`src/sv/gdsc_pkg.sv`:
```
// Shared types, constants and calendar tables for the Gregorian date/serial converter.
package gdsc_pkg;

  typedef enum logic {
    CMD_TO_SERIAL = 1'b0,
    CMD_TO_DATE   = 1'b1
  } cmd_e;

  localparam int unsigned NumStages = 9;
  localparam int unsigned BaseYear  = 1601;
  localparam logic [22:0] SerialMax = 23'h3F_FFFF;

  // Day counts of the leap cycles
  localparam int unsigned Days400 = 146097;
  localparam int unsigned Days100 = 36524;
  localparam int unsigned Days4   = 1461;
  localparam int unsigned Days1   = 365;

  // Reciprocals for constant division: q = (x * R) >> S, exact over the operand range
  localparam int unsigned Shift400 = 40;
  localparam logic [22:0] Recip400 =
    23'(((64'd1 << Shift400) + 64'(Days400) - 64'd1) / 64'(Days400));
  localparam int unsigned Shift100 = 34;
  localparam logic [18:0] Recip100 =
    19'(((64'd1 << Shift100) + 64'(Days100) - 64'd1) / 64'(Days100));
  localparam int unsigned Shift4 = 27;
  localparam logic [16:0] Recip4 =
    17'(((64'd1 << Shift4) + 64'(Days4) - 64'd1) / 64'(Days4));
  localparam int unsigned Shift25 = 16;
  localparam logic [11:0] Recip25 = 12'(((64'd1 << Shift25) + 64'd24) / 64'd25);

  // Days before the first of the month
  function automatic logic [8:0] cum_days(input logic leap, input logic [3:0] month);
    logic [8:0] base;
    case (month)
      4'd1:    base = 9'd0;
      4'd2:    base = 9'd31;
      4'd3:    base = 9'd59;
      4'd4:    base = 9'd90;
      4'd5:    base = 9'd120;
      4'd6:    base = 9'd151;
      4'd7:    base = 9'd181;
      4'd8:    base = 9'd212;
      4'd9:    base = 9'd243;
      4'd10:   base = 9'd273;
      4'd11:   base = 9'd304;
      4'd12:   base = 9'd334;
      default: base = 9'd0;
    endcase
    if (leap && (month > 4'd2) && (month <= 4'd12)) begin
      base = base + 9'd1;
    end
    return base;
  endfunction

  function automatic logic [4:0] month_len(input logic leap, input logic [3:0] month);
    logic [4:0] len;
    case (month)
      4'd1:    len = 5'd31;
      4'd2:    len = leap ? 5'd29 : 5'd28;
      4'd3:    len = 5'd31;
      4'd4:    len = 5'd30;
      4'd5:    len = 5'd31;
      4'd6:    len = 5'd30;
      4'd7:    len = 5'd31;
      4'd8:    len = 5'd31;
      4'd9:    len = 5'd30;
      4'd10:   len = 5'd31;
      4'd11:   len = 5'd30;
      4'd12:   len = 5'd31;
      default: len = 5'd0;
    endcase
    return len;
  endfunction

  typedef struct packed {
    logic        ok;
    logic [21:0] serial;
  } enc_t;

  typedef struct packed {
    cmd_e        cmd;
    logic [13:0] year;
    logic [3:0]  month;
    logic [4:0]  day;
    logic        date_ok;
    logic [23:0] p25;
    logic        ser_ok;
    logic [21:0] t;
    logic [44:0] p400;
  } st1_t;

  typedef struct packed {
    cmd_e        cmd;
    logic [13:0] n;
    logic        date_ok;
    logic [22:0] extra;
    logic        ser_ok;
    logic [4:0]  q400;
    logic [17:0] r1;
  } st2_t;

  typedef struct packed {
    cmd_e        cmd;
    enc_t        enc;
    logic        ser_ok;
    logic [4:0]  q400;
    logic [17:0] r1;
    logic [36:0] p100;
  } st3_t;

  typedef struct packed {
    cmd_e        cmd;
    enc_t        enc;
    logic        ser_ok;
    logic [4:0]  q400;
    logic [1:0]  q100;
    logic [15:0] r2;
  } st4_t;

  typedef struct packed {
    cmd_e        cmd;
    enc_t        enc;
    logic        ser_ok;
    logic [4:0]  q400;
    logic [1:0]  q100;
    logic [15:0] r2;
    logic [32:0] p4;
  } st5_t;

  typedef struct packed {
    cmd_e        cmd;
    enc_t        enc;
    logic        ser_ok;
    logic [4:0]  q400;
    logic [1:0]  q100;
    logic [4:0]  q4;
    logic [10:0] r3;
  } st6_t;

  typedef struct packed {
    cmd_e        cmd;
    enc_t        enc;
    logic        ser_ok;
    logic        leap;
    logic [8:0]  doy;
    logic [13:0] year;
  } st7_t;

  typedef struct packed {
    cmd_e        cmd;
    enc_t        enc;
    logic        ser_ok;
    logic        leap;
    logic [8:0]  doy;
    logic [13:0] year;
    logic [3:0]  month;
  } st8_t;

  typedef struct packed {
    logic [21:0] serial;
    logic [4:0]  day;
    logic [3:0]  month;
    logic [13:0] year;
    logic        valid_res;
  } st9_t;

endpackage

```
`src/sv/gregorian_date_serial_converter_top.sv`:
```
// Pipelined converter between Gregorian dates and serial day numbers (day 1 = 1 Jan 1601).
//
//   channel  direction  handshake                  word
//   input    in         in_valid_i / in_stall_o    cmd, day_in, month_in, year_in, serial_in
//   output   out        out_valid_o / out_stall_i  serial_out, day_out, month_out, year_out,
//                                                  valid_res
//
// Nine register stages; one word per cycle while the output is not stalled.
// Depth is set by the serial-to-date path: three constant divisions (400-, 100-, 4-year
// cycles), each a reciprocal multiply stage followed by a remainder stage, then one stage
// for the year within a 4-year block, one for the month and one for the day.
// Reset clears the stage valid bits only; data registers are left as they are.
// A stalled word in the last stage freezes the whole pipe and raises in_stall_o in the
// same cycle; empty slots still move forward while the output is free.
module gregorian_date_serial_converter_top
  import gdsc_pkg::*;
#(
  parameter int unsigned MAX_YEAR = 9999
) (
  input  logic        clk_i,
  input  logic        rst_ni,
  input  logic        in_valid_i,
  output logic        in_stall_o,
  input  logic [0:0]  cmd_i,
  input  logic [4:0]  day_in_i,
  input  logic [3:0]  month_in_i,
  input  logic [13:0] year_in_i,
  input  logic [21:0] serial_in_i,
  output logic        out_valid_o,
  input  logic        out_stall_i,
  output logic [21:0] serial_out_o,
  output logic [4:0]  day_out_o,
  output logic [3:0]  month_out_o,
  output logic [13:0] year_out_o,
  output logic        valid_res_o
);

  // Last valid serial: 31 Dec MAX_YEAR
  localparam int unsigned LastYears  = MAX_YEAR - BaseYear + 1;
  localparam logic [22:0] LastSerial = 23'(LastYears * 365 + LastYears / 4
                                           - LastYears / 100 + LastYears / 400);

  logic [NumStages-1:0] vld_q;
  logic                 adv;

  st1_t st1_d, st1_q;
  st2_t st2_d, st2_q;
  st3_t st3_d, st3_q;
  st4_t st4_d, st4_q;
  st5_t st5_d, st5_q;
  st6_t st6_d, st6_q;
  st7_t st7_d, st7_q;
  st8_t st8_d, st8_q;
  st9_t st9_d, st9_q;

  // Whole pipe moves unless a finished word is held at the output
  assign adv        = !(vld_q[NumStages-1] && out_stall_i);
  assign in_stall_o = !adv;

  // Stage 1: range checks, first reciprocal products
  always_comb begin
    st1_d.cmd     = cmd_e'(cmd_i);
    st1_d.year    = year_in_i;
    st1_d.month   = month_in_i;
    st1_d.day     = day_in_i;
    st1_d.date_ok = (year_in_i > 14'(BaseYear)) && (year_in_i <= 14'(MAX_YEAR)) &&
                    (month_in_i >= 4'd1) && (month_in_i <= 4'd12);
    // year/100 = (year/4)/25
    st1_d.p25     = 24'(year_in_i[13:2]) * 24'(Recip25);
    st1_d.ser_ok  = (serial_in_i != 22'd0) && ({1'b0, serial_in_i} <= LastSerial);
    st1_d.t       = serial_in_i - 22'd1;
    st1_d.p400    = 45'(serial_in_i - 22'd1) * 45'(Recip400);
  end

  // Stage 2: leap test and day check for encode; 400-year remainder for decode
  always_comb begin
    logic [11:0] y4;
    logic [7:0]  q;
    logic        z4, z100, z400, leap;
    y4   = st1_q.year[13:2];
    q    = st1_q.p25[23:16];
    z4   = (st1_q.year[1:0] == 2'd0);
    z100 = z4 && (y4 == 12'({4'd0, q} * 12'd25));
    z400 = z100 && (q[1:0] == 2'd0);
    leap = z4 && (!z100 || z400);

    st2_d.cmd     = st1_q.cmd;
    st2_d.n       = st1_q.year - 14'(BaseYear);
    st2_d.date_ok = st1_q.date_ok && (st1_q.day != 5'd0) &&
                    (st1_q.day <= month_len(leap, st1_q.month));
    // (y-1)/4 - (y-1)/100 + (y-1)/400 - 388 equals the leap days of the n whole years
    st2_d.extra   = 23'(y4) - 23'(z4) - 23'(q) + 23'(z100) + 23'(q[7:2]) - 23'(z400)
                    - 23'd388 + 23'(cum_days(leap, st1_q.month)) + 23'(st1_q.day);
    st2_d.ser_ok  = st1_q.ser_ok;
    st2_d.q400    = 5'(st1_q.p400 >> Shift400);
    st2_d.r1      = 18'(st1_q.t - 22'(5'(st1_q.p400 >> Shift400)) * 22'(Days400));
  end

  // Stage 3: encoded serial; 100-year product
  always_comb begin
    logic [22:0] v;
    v = 23'(st2_q.n) * 23'(Days1) + st2_q.extra;
    st3_d.cmd        = st2_q.cmd;
    st3_d.enc.ok     = st2_q.date_ok && (v <= SerialMax);
    st3_d.enc.serial = st3_d.enc.ok ? v[21:0] : 22'd0;
    st3_d.ser_ok     = st2_q.ser_ok;
    st3_d.q400       = st2_q.q400;
    st3_d.r1         = st2_q.r1;
    st3_d.p100       = 37'(st2_q.r1) * 37'(Recip100);
  end

  // Stage 4: 100-year quotient, clamped on the last day of a 400-year cycle
  always_comb begin
    logic [2:0] raw;
    logic [1:0] q100;
    raw  = 3'(st3_q.p100 >> Shift100);
    q100 = (raw > 3'd3) ? 2'd3 : raw[1:0];
    st4_d.cmd    = st3_q.cmd;
    st4_d.enc    = st3_q.enc;
    st4_d.ser_ok = st3_q.ser_ok;
    st4_d.q400   = st3_q.q400;
    st4_d.q100   = q100;
    st4_d.r2     = 16'(st3_q.r1 - 18'(q100) * 18'(Days100));
  end

  // Stage 5: 4-year product
  always_comb begin
    st5_d.cmd    = st4_q.cmd;
    st5_d.enc    = st4_q.enc;
    st5_d.ser_ok = st4_q.ser_ok;
    st5_d.q400   = st4_q.q400;
    st5_d.q100   = st4_q.q100;
    st5_d.r2     = st4_q.r2;
    st5_d.p4     = 33'(st4_q.r2) * 33'(Recip4);
  end

  // Stage 6: 4-year quotient and remainder
  always_comb begin
    logic [4:0] q4;
    q4 = 5'(st5_q.p4 >> Shift4);
    st6_d.cmd    = st5_q.cmd;
    st6_d.enc    = st5_q.enc;
    st6_d.ser_ok = st5_q.ser_ok;
    st6_d.q400   = st5_q.q400;
    st6_d.q100   = st5_q.q100;
    st6_d.q4     = q4;
    st6_d.r3     = 11'(st5_q.r2 - 16'(q4) * 16'(Days4));
  end

  // Stage 7: year within the 4-year block, day of year, leap flag, year
  always_comb begin
    logic [1:0] q1;
    q1 = 2'(st6_q.r3 >= 11'd365) + 2'(st6_q.r3 >= 11'd730) + 2'(st6_q.r3 >= 11'd1095);
    st7_d.cmd    = st6_q.cmd;
    st7_d.enc    = st6_q.enc;
    st7_d.ser_ok = st6_q.ser_ok;
    st7_d.doy    = 9'(st6_q.r3 - 11'(q1) * 11'(Days1)) + 9'd1;
    // Fourth year of a block is leap, except a century year that is not the 400th
    st7_d.leap   = (q1 == 2'd3) && ((st6_q.q4 != 5'd24) || (st6_q.q100 == 2'd3));
    st7_d.year   = 14'(BaseYear) + 14'(st6_q.q400) * 14'd400 + 14'(st6_q.q100) * 14'd100
                   + 14'(st6_q.q4) * 14'd4 + 14'(q1);
  end

  // Stage 8: month from parallel compares against the month starts
  always_comb begin
    logic [3:0] cnt;
    cnt = 4'd1;
    for (int mm = 2; mm <= 12; mm++) begin
      cnt = cnt + 4'(st7_q.doy > cum_days(st7_q.leap, 4'(mm)));
    end
    st8_d.cmd    = st7_q.cmd;
    st8_d.enc    = st7_q.enc;
    st8_d.ser_ok = st7_q.ser_ok;
    st8_d.leap   = st7_q.leap;
    st8_d.doy    = st7_q.doy;
    st8_d.year   = st7_q.year;
    st8_d.month  = cnt;
  end

  // Stage 9: day of month, output word; unused fields are zero
  always_comb begin
    st9_d = '0;
    if (st8_q.cmd == CMD_TO_SERIAL) begin
      st9_d.serial    = st8_q.enc.serial;
      st9_d.valid_res = st8_q.enc.ok;
    end else if (st8_q.ser_ok) begin
      st9_d.day       = 5'(st8_q.doy - cum_days(st8_q.leap, st8_q.month));
      st9_d.month     = st8_q.month;
      st9_d.year      = st8_q.year;
      st9_d.valid_res = 1'b1;
    end
  end

  always_ff @(posedge clk_i or negedge rst_ni) begin
    if (!rst_ni) begin
      vld_q <= '0;
    end else if (adv) begin
      vld_q <= {vld_q[NumStages-2:0], in_valid_i};
    end
  end

  always_ff @(posedge clk_i) begin
    if (adv) begin
      st1_q <= st1_d;
      st2_q <= st2_d;
      st3_q <= st3_d;
      st4_q <= st4_d;
      st5_q <= st5_d;
      st6_q <= st6_d;
      st7_q <= st7_d;
      st8_q <= st8_d;
      st9_q <= st9_d;
    end
  end

  assign out_valid_o  = vld_q[NumStages-1];
  assign serial_out_o = st9_q.serial;
  assign day_out_o    = st9_q.day;
  assign month_out_o  = st9_q.month;
  assign year_out_o   = st9_q.year;
  assign valid_res_o  = st9_q.valid_res;

  // Rejected input gives an all-zero word
  a_invalid_zero: assert property (@(posedge clk_i) disable iff (!rst_ni)
    (out_valid_o && !valid_res_o) |->
      (serial_out_o == 22'd0 && day_out_o == 5'd0 && month_out_o == 4'd0 &&
       year_out_o == 14'd0))
    else $error("invalid result carries nonzero fields");

  // A valid word is either an encode (serial only) or a decode (date only)
  a_one_kind: assert property (@(posedge clk_i) disable iff (!rst_ni)
    (out_valid_o && valid_res_o) |->
      ((serial_out_o != 22'd0) != (year_out_o != 14'd0)))
    else $error("result mixes serial and date fields");

  // Decoded dates have a month of 1..12 and a day of at least 1, at most 29 in February
  a_date_sane: assert property (@(posedge clk_i) disable iff (!rst_ni)
    (out_valid_o && valid_res_o && year_out_o != 14'd0) |->
      (month_out_o >= 4'd1 && month_out_o <= 4'd12 && day_out_o >= 5'd1 &&
       (month_out_o != 4'd2 || day_out_o <= 5'd29)))
    else $error("decoded date out of calendar range");

  // Reciprocal divisions leave remainders inside one 4-year block
  a_rem_range: assert property (@(posedge clk_i) disable iff (!rst_ni)
    vld_q[5] |-> (st6_q.q4 <= 5'd24 && st6_q.r3 <= 11'd1460))
    else $error("4-year division out of range");

endmodule

```
`config.mk`:
```
export PLATFORM = sky130hd
export DESIGN_NAME = gregorian_date_serial_converter_top
export DESIGN_NICKNAME = d
export VERILOG_FILES = /design/src/sv/gdsc_pkg.sv /design/src/sv/gregorian_date_serial_converter_top.sv
export SDC_FILE = /design/constraint.sdc
export NUM_CORES = 2
export LEC_CHECK = 0
export BUFFER_PORTS_ARGS = -buffer_cell sky130_fd_sc_hd__clkbuf_2
export CAP_MARGIN = 20
export CORE_MARGIN = 1
export CORE_UTILIZATION = 60
export DETAILED_ROUTE_END_ITERATION = 10
export PLACE_DENSITY = 0.8
export SYNTH_ARGS = -nofsm -noshare
export SYNTH_HDL_FRONTEND = slang
export SYNTH_SLANG_ARGS = --single-unit
```
`constraint.sdc`:
```
create_clock -name clk_i -period 24.3 [get_ports clk_i]
set_input_delay 1.215 -clock clk_i [delete_from_list [all_inputs] [get_ports clk_i]]
set_output_delay 1.215 -clock clk_i [all_outputs]
set_load 0.02 [all_outputs]
```
Word level (Yosys, flattened, before mapping)
Memories as Yosys holds them, arrays and structs flattened. A register that Yosys moved wholly into a read port is not among the register bits.
Cells that the tools add are included.
- latch bits: 0
- bits in writable memories: 0
- bits of input ports: 50
- memories kept: 2
- output and inout bits: 48
- bits in read-only memories: 288
- word-level logic and storage cells: 209
- register bits after elaboration: 579
- shift operators: 0
- bitwise logic cells: 0
- $add $sub $neg: 37
- equality and inequality tests: 16
- reduce and logical (&&, ||, !) cells: 26
- magnitude comparators: 26
- multiplexer cells: 23
- div/mod/pow operators: 0
- $mul: 12
- memories (name ; depth ; bits a word ; rd ports ; clocked after Yosys merged registers in ; write ports ; line ; source):
    (name not given) ; 16 ; 9 ; 1 ; 1 ; 0 ; gdsc_pkg.sv:35 ; case (month)
    (name not given) ; 16 ; 9 ; 1 ; 1 ; 0 ; gdsc_pkg.sv:35 ;
- operators with widths (kind ; count):
    multiplier 45 x 22 -> 44 bit (second input constant) ; 1
    multiplier 18 x 19 -> 37 bit (second input constant) ; 1
    > comparator 9 x 8 -> 1 bit ; 4
    adder 4 x 1 -> 4 bit ; 8
    multiplier 16 x 15 -> 30 bit (second input constant) ; 1
    > comparator 9 bit ; 3
    two-way mux 5 bit ; 5
    adder 23 bit ; 1
    less-or-equal comparator 23 x 22 -> 1 bit (second input constant) ; 1
    multiplier 12 x 11 -> 23 bit (second input constant) ; 1
    multiplier 14 x 9 -> 23 bit (second input constant) ; 1
    subtractor 22 x 1 -> 23 bit (second input constant) ; 1
    less-or-equal comparator 22 bit (second input constant) ; 1
    nonzero test 22 bit ; 1
    adder 19 x 6 -> 20 bit ; 1
    equality test 4 bit (second input constant) ; 5
    adder 18 x 10 -> 19 bit ; 1
    adder 9 x 1 -> 9 bit (second input constant) ; 2
    > comparator 9 x 7 -> 1 bit ; 2
    multiplier 5 x 18 -> 18 bit (second input constant) ; 1
    subtractor 17 x 10 -> 18 bit (second input constant) ; 1
    subtractor 18 x 1 -> 18 bit (second input constant) ; 1
    subtractor 18 bit ; 1
    subtractor 16 x 2 -> 17 bit ; 1
    other kinds (57) ; 94

Longest topological paths before layout
- word-level depth: 13
- depth in mapped cells: 32
- mapped depth without buffers: 31

Worst setup path after synthesis
Ideal clock, no wire load.
- path kind: in2reg
- start: in out_stall_i
- end: reg st9_q (netlist bit day_out_o[0]) (enable)
- buffers on the path: 1
- path slack: 9.398 ns
- library setup time: 0.996 ns
- stages: 2
- arrival: 13.905 ns
- required time: 23.304 ns
- cell sequence: nand2_1 > clkbuf_1
- word-level cells in the longest chain between the ends: 1
- ends and longest elaborated chain (element ; line ; source):
    start, declared ; gregorian_date_serial_converter_top.sv:30 ; input logic out_stall_i,
    logical AND 1 bit ; gregorian_date_serial_converter_top.sv:57 ; assign adv = !(vld_q[NumStages-1] && out_stall_i);
    end signal, assigned ; gregorian_date_serial_converter_top.sv:212 ; st9_q <= st9_d;
    end, declared ; gregorian_date_serial_converter_top.sv:54 ; st9_t st9_d, st9_q;
Every way passes these cells.
A chain may end at the register's enable or synchronous reset.

==> results by group <==
Run status
  – Status: finished, violations left
  – Violated checks: design-rule violations

Routing
  – # DRC: 24
  – Via density: 5.410
  – Wire length per cell: 16.91 um
  – Via Count: 29953
  – DR pass1 iterations: 11
  – Post-Route WL: 93640 um
  – Post-DRT Antenna Nets: 0
  – Initial drt markers: 1432

Floorplan
  – Initial Util: 60.85%
  – # IOs: 98
  – Die area: 83110 sq um
  – Rows: 104
  – Chip width: 288.3 um
  – Core area: 80810 sq um
  – Die Y: 288.3 um

STA
  – Slew Limit Fails: 0
  – Final hold viol count: 0
  – Final period util: 38.92%
  – Maximum clock frequency: 105.7 MHz
  – Max-slew headroom: 27.07%
  – Final setup fails: 0
  – Skew final: 0.04428 ns
  – Sum Neg Setup Slack: 0 ns
  – RSZ-0062 raised after global routing: false
  – Min Tclk post-route: 9.457 ns
  – Worst slew pin tran: 1.090 ns

Worst setup path
  – Crit-path max FO: 8
  – Worst setup SP type: primary input
  – Crit. End Element: flop
  – Critical Path AT: 9.82 ns
  – Required @ worst endpoint: 24.66 ns
  – CP Class: in2reg

Yosys
  – Top cell type's share of synthesized area: 27.72%
  – Synth warn: 0
  – Area leader, netlist: edfxtp_1
  – Syn nets: 5816
  – Cell variety after synth: 77
  – Most used DFF post-synth: edfxtp_1
  – Register bit count reported by yosys: 477
  – Synth Instances: 4302
  – Number of synthesized flops with an enable pin: 454
  – Post-synthesis sequential area ratio: 28.75%
  – Most numerous cell in the Yosys netlist: inv_1
  – Ys async rst share: 1.887%
  – Synthesized area per cell: 11.43 sq um
  – Synth top area cells: edfxtp_1 28%, fa_1 25%, ha_1 22%, inv_1 8.3%, xnor2_1 2.5%
  – Synth Cell Area: 49170 sq um
  – Top post-synthesis cells by count: 1087 x inv_1, 848 x ha_1, 616 x fa_1, 454 x edfxtp_1, 142 x xnor2_1

Layout
  – Share of post-route cells with drive strength above 1: 4.982%
  – FILL cells: 5966
  – Area Growth Syn to Fin: 7.089%
  – Final #Nets: 5948

Place
  – Port Buf Inserts: 97
  – RD Place Congestion: 0.9446
  – DP Wirelength: 78070 um

GRT
  – First-pass GRT wire length: 157500 um
  – Remaining Overflow, GRT: 0
  – Pin count of the biggest net entering global routing: 80
  – Initial antenna violation count: 3
  – Total GRT Usage: 23.74%
  – Vias in the first global route: 31788

Clock tree
  – CTS Hold Buffers Added: 0
  – Largest buffer count on any clock path: 3
  – Setup Buffers After CTS: 0
  – Clock sink count: 477
  – Clock Pin Slew Worst Setup and Hold Paths: 0.07 ns
  – Skew-Pair Late Insertion Delay: 0.62 ns
  – CTS tree: yes
  – Total clock buffers created by CTS: 50
  – Cts repair resizes: 0
  – CTS H-tree lvls: 2
  – Clock Root Buffer: clkbuf_16

Worst hold path
  – Worst min path class: reg2reg

Flow run
  – Max Cap Violations: 0
## state kept, by name (all words and copies together) (netlist names), 4 cells and up, named ones only
| register | flops |
|---|---|
| st2_q | 60 |
| st1_q | 57 |
| st3_q | 49 |
| st7_q | 49 |
| st8_q | 49 |
| st4_q | 48 |
| st5_q | 48 |
| st6_q | 48 |
| serial_out_o | 22 |
| year_out_o | 14 |
| vld_q | 9 |
| day_out_o | 5 |
| month_out_o | 4 |
## final timing paths
| kind | startpoint | end | slack [ns] | depth (start not counted) |
|---|---|---|---|---|
| min | st7_q[7] | st8_q[11] | 0.41 | 0 |
| max reg2reg | st1_q[87] | st2_q[37] | 16.53 | 27 |
| max in group asynchronous | rst_ni | vld_q[7] | 23.59 | 1 |
| min reg2reg | st7_q[7] | st8_q[11] | 0.41 | 0 |
| min in group asynchronous | rst_ni | vld_q[8] | 0.47 | 1 |
| max | serial_in_i[2] | st1_q[44] | 14.84 | 26 |
## metal layers
metal	up-vias	global-route usage, %	part of all wire (%)
met5	-	0	0.041
met4	6	5.807	2.3
met3	139	3.096	4.7
met2	659	41.61	50
met1	14802	31.26	43
li1	14347	-	-
## critical path, stage by stage
cell and delay (ns):
clkbuf_2 0.18, inv_1 0.10, ha_1 0.18, a21boi_0 0.36
nand3_1 0.15, or4_1 0.44, or2_2 0.33, nor2_1 0.14
xor2_1 0.87, fa_1 0.56, inv_1 0.09, fa_1 0.45
fa_1 0.52, fa_1 0.51, fa_1 0.55, inv_1 0.06
fa_1 0.55, fa_1 0.42, ha_1 0.34, nand4_1 0.12
or3_1 0.35, o31ai_1 0.37, nor3_1 0.08, a211oi_1 0.51
a31oi_1 0.18, xor2_1 0.16
## cell usage in the layout (no fill, tap or decap), drive strengths merged, types with 82 or more instances in the layout
cell type and instances:
fa 616, clkbuf 161, inv 1089, xor2 82, edfxtp 454, nor2 117
ha 848, nand2 121, xnor2 142, a21oi 129
## area by class of cell
class                   instances  area, sq um  share of cell area, %
multi-input cells            2701        30810                  58.51
flip-flops and latches        477        14140                  26.85
inverters                    1087         4080                  7.748
clock buffers                  64         1344                  2.552
well taps                    1060         1326                  2.519
repair buffers                117        635.6                  1.207
clock inverters                30        324.1                 0.6154
diodes                          1        2.502               0.004752
## per-stage QoR
stage / std cells / worst slack (ns) / util (%) / hold slack [ns] / cell area, sq um
after floorplan: 4302 / 9.398 / - / 0.4003 / 49170
after global placement: 5442 / 14.55 / 63.10 / 0.4003 / 50990
after detailed placement: 5442 / 14.31 / 63.10 / 0.4045 / 50990
after CTS: 5536 / 14.97 / 65.16 / 0.3980 / 52660
after global routing: 5536 / 14.42 / 65.16 / 0.4147 / 52660
final: 5537 / 14.84 / 65.17 / 0.4101 / 52660
## kinds of logic after synthesis
| family | share of synthesized area [%] |
|---|---|
| AOI/OAI and AO/OA | 5.727 |
| muxes | 0.3817 |
| adders and majority gates | 46.65 |
| xor gates and xnor gates | 4.035 |
| DFF | 28.75 |
| and+or+nand+nor | 5.837 |
| buffers and inverters | 8.613 |
Power is not shown: default switching activity piles up to over one toggle a cycle in this logic, so the estimate is an artifact.
